[src/ksat_pkg.sv]
// Shared types and constants for the keyed sales aggregation table.
// Used by the table cell and by the top level; depends on nothing.
`default_nettype none

package ksat_pkg;

	localparam int KEY_W = 16;
	localparam int OCC_W = 24;
	localparam int QTY_W = 32;
	localparam int AMT_W = 48;
	localparam int IN_QTY_W = 16;
	localparam int IN_AMT_W = 32;

	localparam logic [OCC_W-1:0] OCC_MAX = '1;
	localparam logic [QTY_W-1:0] QTY_MAX = '1;
	localparam logic [AMT_W-1:0] AMT_MAX = '1;

	localparam logic OP_RECORD = 1'b0;
	localparam logic OP_DRAIN  = 1'b1;

	typedef enum logic [2:0] {
		STS_UPDATED = 3'd0,
		STS_CREATED = 3'd1,
		STS_DROPPED = 3'd2,
		STS_REPORT  = 3'd3,
		STS_EMPTY   = 3'd4
	} status_t;

	typedef enum logic [1:0] {
		CMD_HOLD,
		CMD_UPDATE,
		CMD_INSERT,
		CMD_SHIFT
	} cell_cmd_t;

	typedef enum logic [1:0] {
		ST_IDLE,
		ST_CMP,
		ST_APPLY,
		ST_DRAIN
	} state_t;

	typedef struct packed {
		logic                operation;
		logic [KEY_W-1:0]    product_code;
		logic [IN_QTY_W-1:0] quantity;
		logic [IN_AMT_W-1:0] amount;
	} item_t;

	typedef struct packed {
		logic [2:0]       status;
		logic [KEY_W-1:0] key_out;
		logic [OCC_W-1:0] occurrences;
		logic [QTY_W-1:0] total_quantity;
		logic [AMT_W-1:0] total_amount;
		logic             last;
	} result_t;

	typedef struct packed {
		logic             valid;
		logic [KEY_W-1:0] code;
		logic [OCC_W-1:0] occ;
		logic [QTY_W-1:0] qty;
		logic [AMT_W-1:0] amt;
	} entry_t;

	// Broadcast from the sequencer to every cell.
	typedef struct packed {
		cell_cmd_t           cmd;
		logic [KEY_W-1:0]    key;
		logic [IN_QTY_W-1:0] qty;
		logic [IN_AMT_W-1:0] amt;
	} cell_ctl_t;

endpackage

`default_nettype wire

[src/ksat_cell.sv]
// One cell of the sorted aggregation chain: holds a single table entry.
// Depends on ksat_pkg for the entry, command and control types.
`default_nettype none

module ksat_cell (
	input  wire                 clk,
	input  wire                 arst_n,
	input  ksat_pkg::cell_ctl_t ctl,
	input  ksat_pkg::entry_t    prev_ent,
	input  wire                 prev_after,
	input  ksat_pkg::entry_t    next_ent,
	output ksat_pkg::entry_t    ent,
	output logic                after,
	output logic                hit,
	output ksat_pkg::entry_t    upd
);
	import ksat_pkg::*;

	logic             valid_q;
	logic [KEY_W-1:0] code_q;
	logic [OCC_W-1:0] occ_q;
	logic [QTY_W-1:0] qty_q;
	logic [AMT_W-1:0] amt_q;
	logic             after_s1;
	logic             hit_s1;

	logic             after_c;
	logic             hit_c;
	logic [OCC_W-1:0] occ_n;
	logic [QTY_W:0]   qty_sum;
	logic [AMT_W:0]   amt_sum;
	logic [QTY_W-1:0] qty_n;
	logic [AMT_W-1:0] amt_n;
	entry_t           ent_d;

	assign ent = '{valid: valid_q, code: code_q, occ: occ_q, qty: qty_q, amt: amt_q};

	// A new key goes in front of this cell when the cell is empty or holds a larger key.
	always_comb begin
		after_c = !valid_q || (code_q > ctl.key);
		hit_c   = valid_q && (code_q == ctl.key);
	end

	always_ff @(posedge clk or negedge arst_n) begin
		if (!arst_n) begin
			after_s1 <= 1'b0;
			hit_s1   <= 1'b0;
		end else begin
			after_s1 <= after_c;
			hit_s1   <= hit_c;
		end
	end

	assign after = after_s1;
	assign hit   = hit_s1;

	always_comb begin
		occ_n   = (occ_q == OCC_MAX) ? occ_q : occ_q + OCC_W'(1);
		qty_sum = {1'b0, qty_q} + (QTY_W + 1)'(ctl.qty);
		amt_sum = {1'b0, amt_q} + (AMT_W + 1)'(ctl.amt);
		qty_n   = qty_sum[QTY_W] ? QTY_MAX : qty_sum[QTY_W-1:0];
		amt_n   = amt_sum[AMT_W] ? AMT_MAX : amt_sum[AMT_W-1:0];
	end

	always_comb begin
		if (hit_s1) begin
			upd = '{valid: 1'b1, code: code_q, occ: occ_n, qty: qty_n, amt: amt_n};
		end else begin
			upd = '0;
		end
	end

	always_comb begin
		ent_d = ent;
		case (ctl.cmd)
			CMD_UPDATE: begin
				if (hit_s1) begin
					ent_d = upd;
				end
			end
			CMD_INSERT: begin
				if (prev_after) begin
					ent_d = prev_ent;
				end else if (after_s1) begin
					ent_d = '{valid: 1'b1, code: ctl.key, occ: OCC_W'(1),
						qty: QTY_W'(ctl.qty), amt: AMT_W'(ctl.amt)};
				end
			end
			CMD_SHIFT: ent_d = next_ent;
			default: ent_d = ent;
		endcase
	end

	always_ff @(posedge clk or negedge arst_n) begin
		if (!arst_n) begin
			valid_q <= 1'b0;
		end else begin
			valid_q <= ent_d.valid;
		end
	end

	always_ff @(posedge clk) begin
		code_q <= ent_d.code;
		occ_q  <= ent_d.occ;
		qty_q  <= ent_d.qty;
		amt_q  <= ent_d.amt;
	end

endmodule

`default_nettype wire

[config.mk]
export PLATFORM = sky130hd
export DESIGN_NAME = ksat_cell
export DESIGN_NICKNAME = d
export VERILOG_FILES = /design/src/ksat_pkg.sv /design/src/ksat_cell.sv
export SDC_FILE = /design/constraint.sdc
export NUM_CORES = 1
export LEC_CHECK = 0
export ABC_AREA = 1
export ABC_CLOCK_PERIOD_IN_PS = 8000
export BUFFER_PORTS_ARGS = -buffer_cell sky130_fd_sc_hd__buf_2
export CORE_AREA = 2 2 215 217
export DETAILED_ROUTE_END_ITERATION = 10
export DIE_AREA = 0 0 217 219
export REMOVE_ABC_BUFFERS = 1
export SETUP_SLACK_MARGIN = 0.2
export SYNTH_ARGS = -nofsm -noshare
export SYNTH_HDL_FRONTEND = slang
export SYNTH_SLANG_ARGS = --single-unit
[constraint.sdc]
create_clock -name clk -period 8 [get_ports clk]
set_clock_uncertainty 0.1 [all_clocks]
set_input_delay 0.4 -clock clk [delete_from_list [all_inputs] [get_ports clk]]
set_output_delay 0.4 -clock clk [all_outputs]
set_load 0.005 [all_outputs]
Yosys cells after proc, flatten, opt, wreduce, memory -nomap -nowiden:

Cells that the tools add are included.
W data, S select, Z words.

* bitwise gates (word level): 0
* reduce and logical (&&, ||, !) cells: 5
* div/mod/pow operators: 0
* $lt $le $gt $ge: 1
* add/sub/neg operators: 3
* equal/unequal tests: 7
* shift operators: 0
* muxes and demuxes: 8
* multiply operators: 0

Operators by type and width (number)
* $mux W121: 4
* $pmux W121 S3: 1
* $add A48 B32 Y49: 1
* $mux W48: 1
* $add A32 B16 Y33: 1
* $mux W32: 1
* $add A24 B1 Y24 const B: 1
* $eq A24 B24 Y1 const B: 1
* $mux W24: 1
* $eq A16 B16 Y1: 1
* $gt A16 B16 Y1: 1
* $eq A2 B2 Y1 const B: 2
* $ne A3 B3 Y1 const B: 1
* $reduce_and A3 Y1: 1
* $reduce_bool A3 Y1: 1
* $eq A2 B1 Y1 const B: 1
* $ne A2 B2 Y1 const B: 1
* $logic_and A1 B1 Y1: 1
* $logic_not A1 Y1: 1
* $logic_or A1 B1 Y1: 1

* ROM bits: 0
* RAM bits: 0
* bits in latches: 0
* output and inout port bits: 244
* register bits: 123
* memories kept: 0
* input port bits: 311
* logic and storage cells: 31

Depth between registers and ports, before layout:

Gate-level depths: netlist of run 1.

* depth in word-level cells: 5
* gate-level depth with buffers: 16
* gate-level depth less buffers: 15

Worst setup path after synthesis of run 1:

OpenSTA, ideal clock, no wires.

* kind: input port to flip-flop
* from: input prev_after
* to: register valid_q
* stages: 4
* arrival time: 7.062 ns
* data required time: 7.435 ns
* buffers on the path: 1
* slack: 0.373 ns
* setup time: 0.465 ns
* cell sequence: clkbuf_1 > nor2_1 > a21oi_1 > a41oi_1

* word-level cells in the longest chain between the ends: 2
* elaborated cells between the ends (all ways): 4
* those cells by class: eq/ne (1); mux (2); reduce/logical (1)

Ends and longest elaborated chain
* start: declaration: line ksat_cell.sv:10 `input wire prev_after,`
* $ne A3 B3 Y1 (no source line) / $mux W121 (equally long branches)
* $reduce_and A3 Y1 (no source line) / $pmux W121 S3 (equally long branches)
* end signal: assignment: line ksat_cell.sv:98 `valid_q <= ent_d.valid;`
* end: declaration: line ksat_cell.sv:19 `logic valid_q;`

Several ways; a longest one is shown, not always the timed one.
A chain may end at the register's enable or synchronous reset.

==> results of run 1 <==
layout by cell type, fill, tap and decap left out, drive strengths merged, types with 5 or more instances in the layout:
cell      n
edfxtp  120
o211ai   19
a21oi   117
nand3   186
xnor2    32
nand3b    5
xor2     15
clkbuf   20
a22oi    54
nor3     36
a31oi    16
o21ai    97
inv     338
nor2    201
clkinv    7
buf     565
nor4      6
ha       65
nand2   751
nand4    28
or2       5
routing by layer:
metal | up-vias | GRT usage | share of wire
met5 | - | 0 | 0.00021
met4 | 2 | 0.0774 | 0.021
met3 | 72 | 0.0430 | 0.064
met2 | 683 | 0.424 | 0.46
met1 | 7703 | 0.347 | 0.45
li1 | 8126 | - | -
kinds of logic (layout without fill, tap and decap cells):
| kind of cell | count (synthesis) | in the layout | share of synthesized area |
|---|---|---|---|
| simple gates | 1224 | 1224 | 0.377 |
| buf+inv | 415 | 937 | 0.119 |
| compound gates | 314 | 314 | 0.142 |
| flops | 123 | 123 | 0.270 |
| fa+ha+maj | 67 | 67 | 0.0626 |
| xor+xnor | 47 | 47 | 0.0302 |
| other cells | 0 | 1 | 0 |
power by group:
group          switching, mW  internal, mW  leakage [nW]
combinational          0.479         0.269          8.12
sequential            0.0593         0.770          1.25
clock                  0.328         0.485         0.277
through the flow:
step	util	cell area, um^2
after global routing	0.389	17500
after global placement	0.375	16900
after detailed placement	0.375	16900
after floorplan	-	13300
after CTS	0.389	17500
final	0.389	17500
area by class of cell:
type / instances / area (um^2)
inverters: 339 / 1280
flip-flops and latches: 123 / 3680
repair buffers: 566 / 2870
clock inverters: 12 / 149
diodes: 1 / 2.50
multi-input cells: 1652 / 8360
clock buffers: 20 / 437
fillers: 4963 / 27600
well taps: 600 / 751
worst max-delay path: cells and delay by family, from the launching register on:
family / cells / cell delay [ps]
adder cells (fa/ha/maj): 2 / 710
flip-flops: 1 / 410
buffers and inverters: 3 / 460
AND/OR/NAND/NOR: 10 / 1160
registers in the layout, summed over array words and instances (netlist names):
signal / flops
amt_q: 48
hit: 1
qty_q: 32
occ_q: 24
valid_q: 1
code_q: 16
after: 1
how the worst max path moves through the flow:
stage	from	to	slack [ps]	depth (start not counted)
5_1_grt	qty_q[11]	upd[69]	4010	10
2_1_floorplan	hit	valid_q	-860	3
4_1_cts	amt_q[0]	upd[47]	4180	15
3_3_place_gp	ctl[65]	occ_q[14]	4310	6
6_report	amt_q[0]	upd[42]	4240	15
3_5_place_dp	ctl[65]	code_q[11]	4210	6
repair_timing:
action	4_1_cts	5_1_grt
endpoints found under the setup margin	0	0
setup buffers	0	0
endpoints found under the hold margin	3	0
hold buffers	1	0
==> impl_metrics.ini, run 1 <==
[cts]
clk_latency_ps = 490
clockBufferDepth = 2
cts_tree = yes
cts_resized = 0
cts_made_buffers = 17
path_clk_slew_ps = 60
cts_sinks = 123
h-tree-depth = 4
root_buffer = clkbuf_16

[synth]
ys.flop_type = edfxtp_1
synthesis.area_um2 = 13600
synthTopCellsByArea = edfxtp_1 26%, nand2_1 20%, inv_1 8.8%, nand3_1 6.8%, ha_1 6.0%
synth_top_cells_by_count = 737 x nand2_1, 319 x inv_1, 195 x nor2_1
yosys.area.top_type_share = 0.264
syn_area_per_cell_um2 = 6.22
synth_area_leader_cell = edfxtp_1
ys_seq_area_frac = 0.270
synth_edf_count = 120
synth.most_common_cell = nand2_1
async_reset_ff_frac = 0.0244
synth-seq-cells = 123
yosys_warnings = 0
yosysUniqueCellTypes = 50
syn_inst = 2190

[final_layout]
final_layout_size_suffix_gt1_frac = 0.244
fin_nets = 3077
layout.cells.non_filler = 3313
area_growth_pct = 28.6

[timing]
worst_slack_ps = 4240
finalMaxSlewViolations = 0
rsz0062_at_grt = false
fmax_mhz = 266
fin_tns_setup_ps = 0
tightest_slew_ps = 927
timing.final.hold_violations = 0
whs_ps = 100
fin_crit_sh = 0.469
period_needed_ps = 3760
finalSetupViolCount = 0
slew_headroom = 0.381

[placement]
post-place-ws_ps = 4210
dp_hpwl_mm = 49.8
post-place-cells = 3279
gp_congestion = 0.965
portBuffers = 554

[grt]
grt-ovfl-total = 0
grt_max_degree = 69
grt_pass1_wl_mm = 93.1
grt_pass1_vias = 15882
antenna_found_initial = 2
grt_util_all_layers = 0.258

[min_path]
hp-class = in2reg
min_from = next_ent[60]
holdPathEnd = qty_q[12]
holdPathStages = 3

[worst_setup_path]
crit_required_ps = 7500
cp_slowest_cell = fa_1
arrival_ps = 3260
endpoint_kind = output port
path_class = reg2out
reg2reg_depth = 4
start_kind = flop
r2r-end = occ_q[14]
worstReg2RegStart = hit
crit_path_max_fanout = 27
path_cells = ha_1, fa_1, nand2_1, nand2_1, nand3_1, nand2_2, nand2_2, nand2_2, nand3_1, nand2_4, inv_4, nand3_1, nand2_1, inv_1, buf_2
reg2reg_slack_ps = 4360
cpPeakStageDelay_ps = 450

[floorplanning]
die_h_um = 219
io_pins = 555
start_util = 0.302
die_area_um2 = 47500
die_w_um = 217
core_um2 = 45100
rows = 78

[routing]
vias = 16586
avgRoutedWirePerCell_um = 19.0
drt_iter0_drc = 1315
drc = 0
routed_wl_mm = 62.8
dr.pass1.iters = 5
final_antenna_net_count = 0
drt-vias-per-instance = 5.01

[power_and_ir_drop]
finalPower_mw = 2.39
p_leak_nw = 9.65
irDropWorstVdd_v = 0.000132
pwr_density_cell_nw_per_um2 = 136

[job]
drv_cap = 0

[run_status]
status = completed
Power figures use the tool's default switching activity.
==> inputs of run 2 (changes only) <==
ABC_CLOCK_PERIOD_IN_PS = 3500   (was 8000)
CORE_AREA = 2 2 219 221   (was 2 2 215 217)
DIE_AREA = 0 0 221 223   (was 0 0 217 219)
clock period = 3.5 ns   (was 8 ns; I/O delays follow)
==> run 2 against run 1 <==
Effect of this change:
- sequential cell count stayed put
- global-route usage about the same
- clock power is 140% higher
- sequential share of layout area decreased by 2.9 points
- register-to-register slack got worse by 4100 ps
- sequential power rose by 130%
- largest power group is now combinational cells
- highest routed layer unchanged
- via count rose by 7.7%
- non-clock buffer count grew 247
==> impl_metrics.ini, run 2 (synthesis results as in run 1) <==
[run_status]
status = completed

[final_layout]
fin_nets = 3326
reg_top3 = amt_q (48), qty_q (32), occ_q (24)
area_growth_pct = 48.9
nFillCells = 4925
final_layout_size_suffix_gt1_frac = 0.242
layout_common_cells = 729 x nand2_1, 554 x buf_2, 316 x inv_1
layout.cells.non_filler = 3582
largest_register_ffs = 48
final_core_util = 0.430
final_common_cell = nand2_1
design_area_um2 = 20300
largest_register = amt_q

[grt]
grt_pass1_vias = 17197
grt_max_degree = 95
grt_util_all_layers = 0.259
grt_pass1_wl_mm = 98.9
antenna_found_initial = 6
grt-ovfl-total = 0

[cts]
cts_made_buffers = 17
clockBufferDepth = 2
cts_sinks = 123
clk_latency_ps = 490
cts_tree = yes
h-tree-depth = 4
path_clk_slew_ps = 60
root_buffer = clkbuf_16

[routing]
vias = 17863
avgRoutedWirePerCell_um = 18.3
dr.pass1.iters = 5
drc = 0
routed_wl_mm = 65.6
drt_iter0_drc = 1505
final_antenna_net_count = 0
drt-vias-per-instance = 4.99

[worst_setup_path]
arrival_ps = 2940
cpPeakStageDelay_ps = 430
crit_required_ps = 3220
crit_path_max_fanout = 4
crit_path_frequent_cell = nand2_1
path_class = reg2out
start_kind = flop
endpoint_kind = output port
cp_num_buf_inv = 3
path_cells = ha_1, nand2_1, inv_1, nand2_1, inv_1, a21oi_1, nand3_1, nand2_1, xor2_1, a21oi_1, buf_2
cpLargestDelayFamily = simple AND/OR/NAND/NOR gates
cp_slowest_cell = edfxtp_1

[placement]
placed_area_um2 = 17000
dp_hpwl_mm = 48.9
post-place-cells = 3297
gp_congestion = 0.965
portBuffers = 554

[power_and_ir_drop]
pwr_density_cell_nw_per_um2 = 289
p_int_mw = 3.78
p_comb_frac = 0.342
seqPwrFrac = 0.322
irDropWorstVdd_v = 0.000274
p_leak_nw = 10.8
p_clk_frac = 0.336
p_switching_mw = 2.08
swShare = 0.355

[timing]
timing.final.hold_violations = 0
slew_headroom = 0.361
fmax_mhz = 311
fin_crit_sh = 0.919
period_needed_ps = 3220
tightest_slew_ps = 958
finalSetupViolCount = 0
finalMaxSlewViolations = 0
rsz0062_at_grt = true
fin_tns_setup_ps = 0

[min_path]
hp-class = in2reg

[job]
drv_cap = 0

[floorplanning]
core_um2 = 47100
die_h_um = 223
io_pins = 555
rows = 80
start_util = 0.289
die_w_um = 221
die_area_um2 = 49300
run 2: path summary, 6_finish.rpt:
kind / from / cells past startpoint / endpoint / slack (ps)
worst max-delay path: amt_q[10] / 11 / upd[22] / 280
worst min-delay path: prev_ent[11] / 5 / amt_q[11] / 60
worst max register to register: amt_q[10] / 14 / amt_q[30] / 310
worst min register to register: valid_q / 1 / after / 490
max in group asynchronous: arst_n / 3 / hit / 2510
min in group asynchronous: arst_n / 3 / hit / 580
run 2: metrics by stage:
| stage | hold WS [ps] | power [mW] | worst slack [ps] |
|---|---|---|---|
| 2_1_floorplan | -221 | 2.88 | -5360 |
| 3_3_place_gp | -101 | 3.61 | 615 |
| 3_5_place_dp | -102 | 3.61 | 560 |
| 4_1_cts | 0.411 | 5.85 | 201 |
| 5_1_grt | 59.8 | 6.16 | 112 |
| 6_report | 64.2 | 5.85 | 282 |
run 2: power by group through the flow:
stage               clock [mW]  sequential, mW  combinational [mW]
floorplan                    0            1.89               0.985
global placement             0            1.91                1.70
detailed placement           0            1.91                1.70
CTS                       2.03            1.88                1.94
global route              2.06            1.90                2.20
finish                    1.97            1.88                2.00
run 2: layer usage:
layer | up-vias | part of all wire | global-route usage
met5 | - | 0.00024 | 0
met4 | 2 | 0.030 | 0.0974
li1 | 8652 | - | -
met2 | 900 | 0.45 | 0.411
met3 | 109 | 0.083 | 0.0554
met1 | 8200 | 0.44 | 0.343
run 2: final cells by class:
type	count	area [um^2]	area share
inverters	339	1290	0.0635
repair inverters	1	8.76	0.000432
multi-input cells	1653	8540	0.421
flip-flops and latches	123	3680	0.181
repair buffers	813	5360	0.264
clock inverters	14	196	0.00968
well taps	615	769	0.0379
clock buffers	18	429	0.0212
diodes	6	15.0	0.000740
run 2: timing repair:
item | CTS | global route
hold endpoints to repair | 124 | 0
pin swaps | 1 | 2
hold buffers | 232 | 0
gates resized for setup | 9 | 37
setup buffers | 1 | 12
setup endpoints to repair | 63 | 109
gates cloned | 2 | 0
run 2: worst register-to-register path, delay by kind of cell (launching register included):
family                     cells  cell delay [ps]
DFF                            1              430
buffers and inverters          3              730
AOI/OAI and AO/OA              1              320
and+or+nand+nor                9              950
adders and majority gates      1              400
==> inputs of run 3 (changes only) <==
ABC_CLOCK_PERIOD_IN_PS = 3900   (was 3500)
CORE_AREA = 2 2 217 219   (was 2 2 219 221)
DIE_AREA = 0 0 219 221   (was 0 0 221 223)
clock period = 3.9 ns   (was 3.5 ns; I/O delays follow)
==> run 3 against run 2 <==
Effect of this change:
- non-clock buffer count down 13
- core utilization up 0.18 points
- first-iteration DRC count up 9.6%
- clock-buffer cell count up 2
- via count up 0.44%
- hold slack worse by 7.6 ps
- critical path depth down 1
- global-route usage up 0.44 points
- cell count down 0.75%
- critical path type unchanged
- critical endpoint is now upd[60]
- highest routed layer unchanged
==> impl_metrics.ini, run 3 (synthesis results as in run 1) <==
[power_and_ir_drop]
irDropWorstVdd_v = 0.000298
p_int_mw = 3.28
seqPwrFrac = 0.328
finalPower_mw = 5.15
p_comb_frac = 0.344
swShare = 0.364
pwr_density_cell_nw_per_um2 = 259
p_clk_frac = 0.328
p_switching_mw = 1.87
p_leak_nw = 10.7

[placement]
portBuffers = 554
post-place-ws_ps = 850
gp_congestion = 0.978
dp_hpwl_mm = 49.6

[worst_setup_path]
worstReg2RegStart = qty_q[0]
start_kind = flop
r2r-end = qty_q[10]
endpoint_kind = output port
crit_path_max_fanout = 17
crit_required_ps = 3610
crit_path_end = upd[60]
reg2reg_depth = 13
crit_start = qty_q[2]
path_class = reg2out
arrival_ps = 3320
reg2reg_slack_ps = 310

[routing]
vias = 17942
dr.pass1.iters = 6
avgRoutedWirePerCell_um = 18.4
drt-vias-per-instance = 5.05
drt_iter0_drc = 1649
routed_wl_mm = 65.5
final_antenna_net_count = 0
drc = 0

[grt]
grt_util_all_layers = 0.263
grt_pass1_wl_mm = 97.6
grt_pass1_vias = 17222
grt_max_degree = 81
antenna_found_initial = 4
grt-ovfl-total = 0

[cts]
h-tree-depth = 4
clockBufferDepth = 2
root_buffer = clkbuf_16
cts_tree = yes
clk_latency_ps = 490
path_clk_slew_ps = 70
cts_sinks = 123
post_cts_buffers = 0
cts_made_buffers = 17

[timing]
finalMaxSlewViolations = 0
period_needed_ps = 3610
rsz0062_at_grt = true
fmax_mhz = 277
slew_headroom = 0.346
whs_ps = 56.6
finalSetupViolCount = 0
worst_slack_ps = 286
tightest_slew_ps = 981
fin_crit_sh = 0.927
timing.final.hold_violations = 0

[final_layout]
layout_common_cells = 736 x nand2_1, 554 x buf_2, 316 x inv_1
final_layout_size_suffix_gt1_frac = 0.229
final_core_util = 0.432
area_growth_pct = 46.1
fin_nets = 3312
reg_top3 = amt_q (48), qty_q (32), occ_q (24)
largest_register_ffs = 48
largest_register = amt_q
nFillCells = 4850
multi_input_area_um2 = 8380
seq_area_um2 = 3680
final_common_cell = nand2_1

[floorplanning]
die_area_um2 = 48400
io_pins = 555
rows = 79
die_h_um = 221
start_util = 0.296
core_um2 = 46100
die_w_um = 219

[min_path]
hp-class = in2reg

[run_status]
status = completed

[job]
drv_cap = 0
run 3: changes by cell type in the layout (fill, tap and decap cells not counted), moves of 4 or more:
cell	previous run	this run
nand2_1	729	736
diode_2	6	1
ha_1	61	65
dlygate4sd3_1	232	227
buf_4	22	18
nand2_2	17	12
nor2_1	184	193
nor2_2	11	2
nand3_1	177	184
nand3_2	8	2
buf_12	5	1
run 3: worst min path at each step:
stage / startpoint / end / slack (ps) / cells past startpoint
5_1_grt: prev_ent[36] / amt_q[36] / 40 / 3
4_1_cts: prev_ent[36] / amt_q[36] / 3 / 3
2_1_floorplan: arst_n / after / -200 / 0
3_3_place_gp: arst_n / after / -100 / 1
3_5_place_dp: arst_n / valid_q / -100 / 1
6_report: prev_ent[36] / amt_q[36] / 60 / 3
run 3: cell type report:
| type | count | area share |
|---|---|---|
| well taps | 607 | 0.0382 |
| flip-flops and latches | 123 | 0.185 |
| diodes | 1 | 0.000126 |
| inverters | 339 | 0.0643 |
| clock buffers | 20 | 0.0229 |
| multi-input cells | 1653 | 0.421 |
| clock inverters | 12 | 0.00710 |
| repair buffers | 800 | 0.261 |
run 3: through the flow:
stage | instance area (um^2) | setup TNS, ps | std cells
after global routing | 19900 | 0 | 3555
final | 19900 | 0 | 3555
after detailed placement | 17000 | 0 | 3294
after global placement | 17000 | 0 | 3294
after floorplan | 13300 | -609440 | 2114
after CTS | 19900 | 0 | 3553
run 3: routing by layer:
layer / vias to the layer above / share of wire / global-route usage
met2: 924 / 0.45 / 0.422
met3: 122 / 0.089 / 0.0631
met5: - / 0.00023 / 0
met1: 8288 / 0.42 / 0.338
met4: 4 / 0.032 / 0.105
li1: 8604 / - / -
run 3: timing repair:
action / CTS / global route
endpoints found under the hold margin: 124 / 0
hold buffers: 227 / 0
endpoints found under the setup margin: 0 / 26
resized for setup: 0 / 3
run 3: power groups by stage:
| stage | logic [mW] | clock network (mW) | registers [mW] |
|---|---|---|---|
| CTS | 1.74 | 1.74 | 1.69 |
| finish | 1.77 | 1.69 | 1.69 |
| floorplan | 0.884 | 0 | 1.70 |
| global placement | 1.53 | 0 | 1.71 |
| detailed placement | 1.54 | 0 | 1.71 |
| global route | 1.94 | 1.79 | 1.70 |
run 3: critical path: stages, from the launching register on:
cell,delay (ps)
edfxtp_1,440
ha_1,410
nand2_1,80
nand2_1,120
nand4_1,90
nand2_1,180
nand2_1,90
nand2_2,190
nand3_2,640
a21oi_4,420
buf_2,150
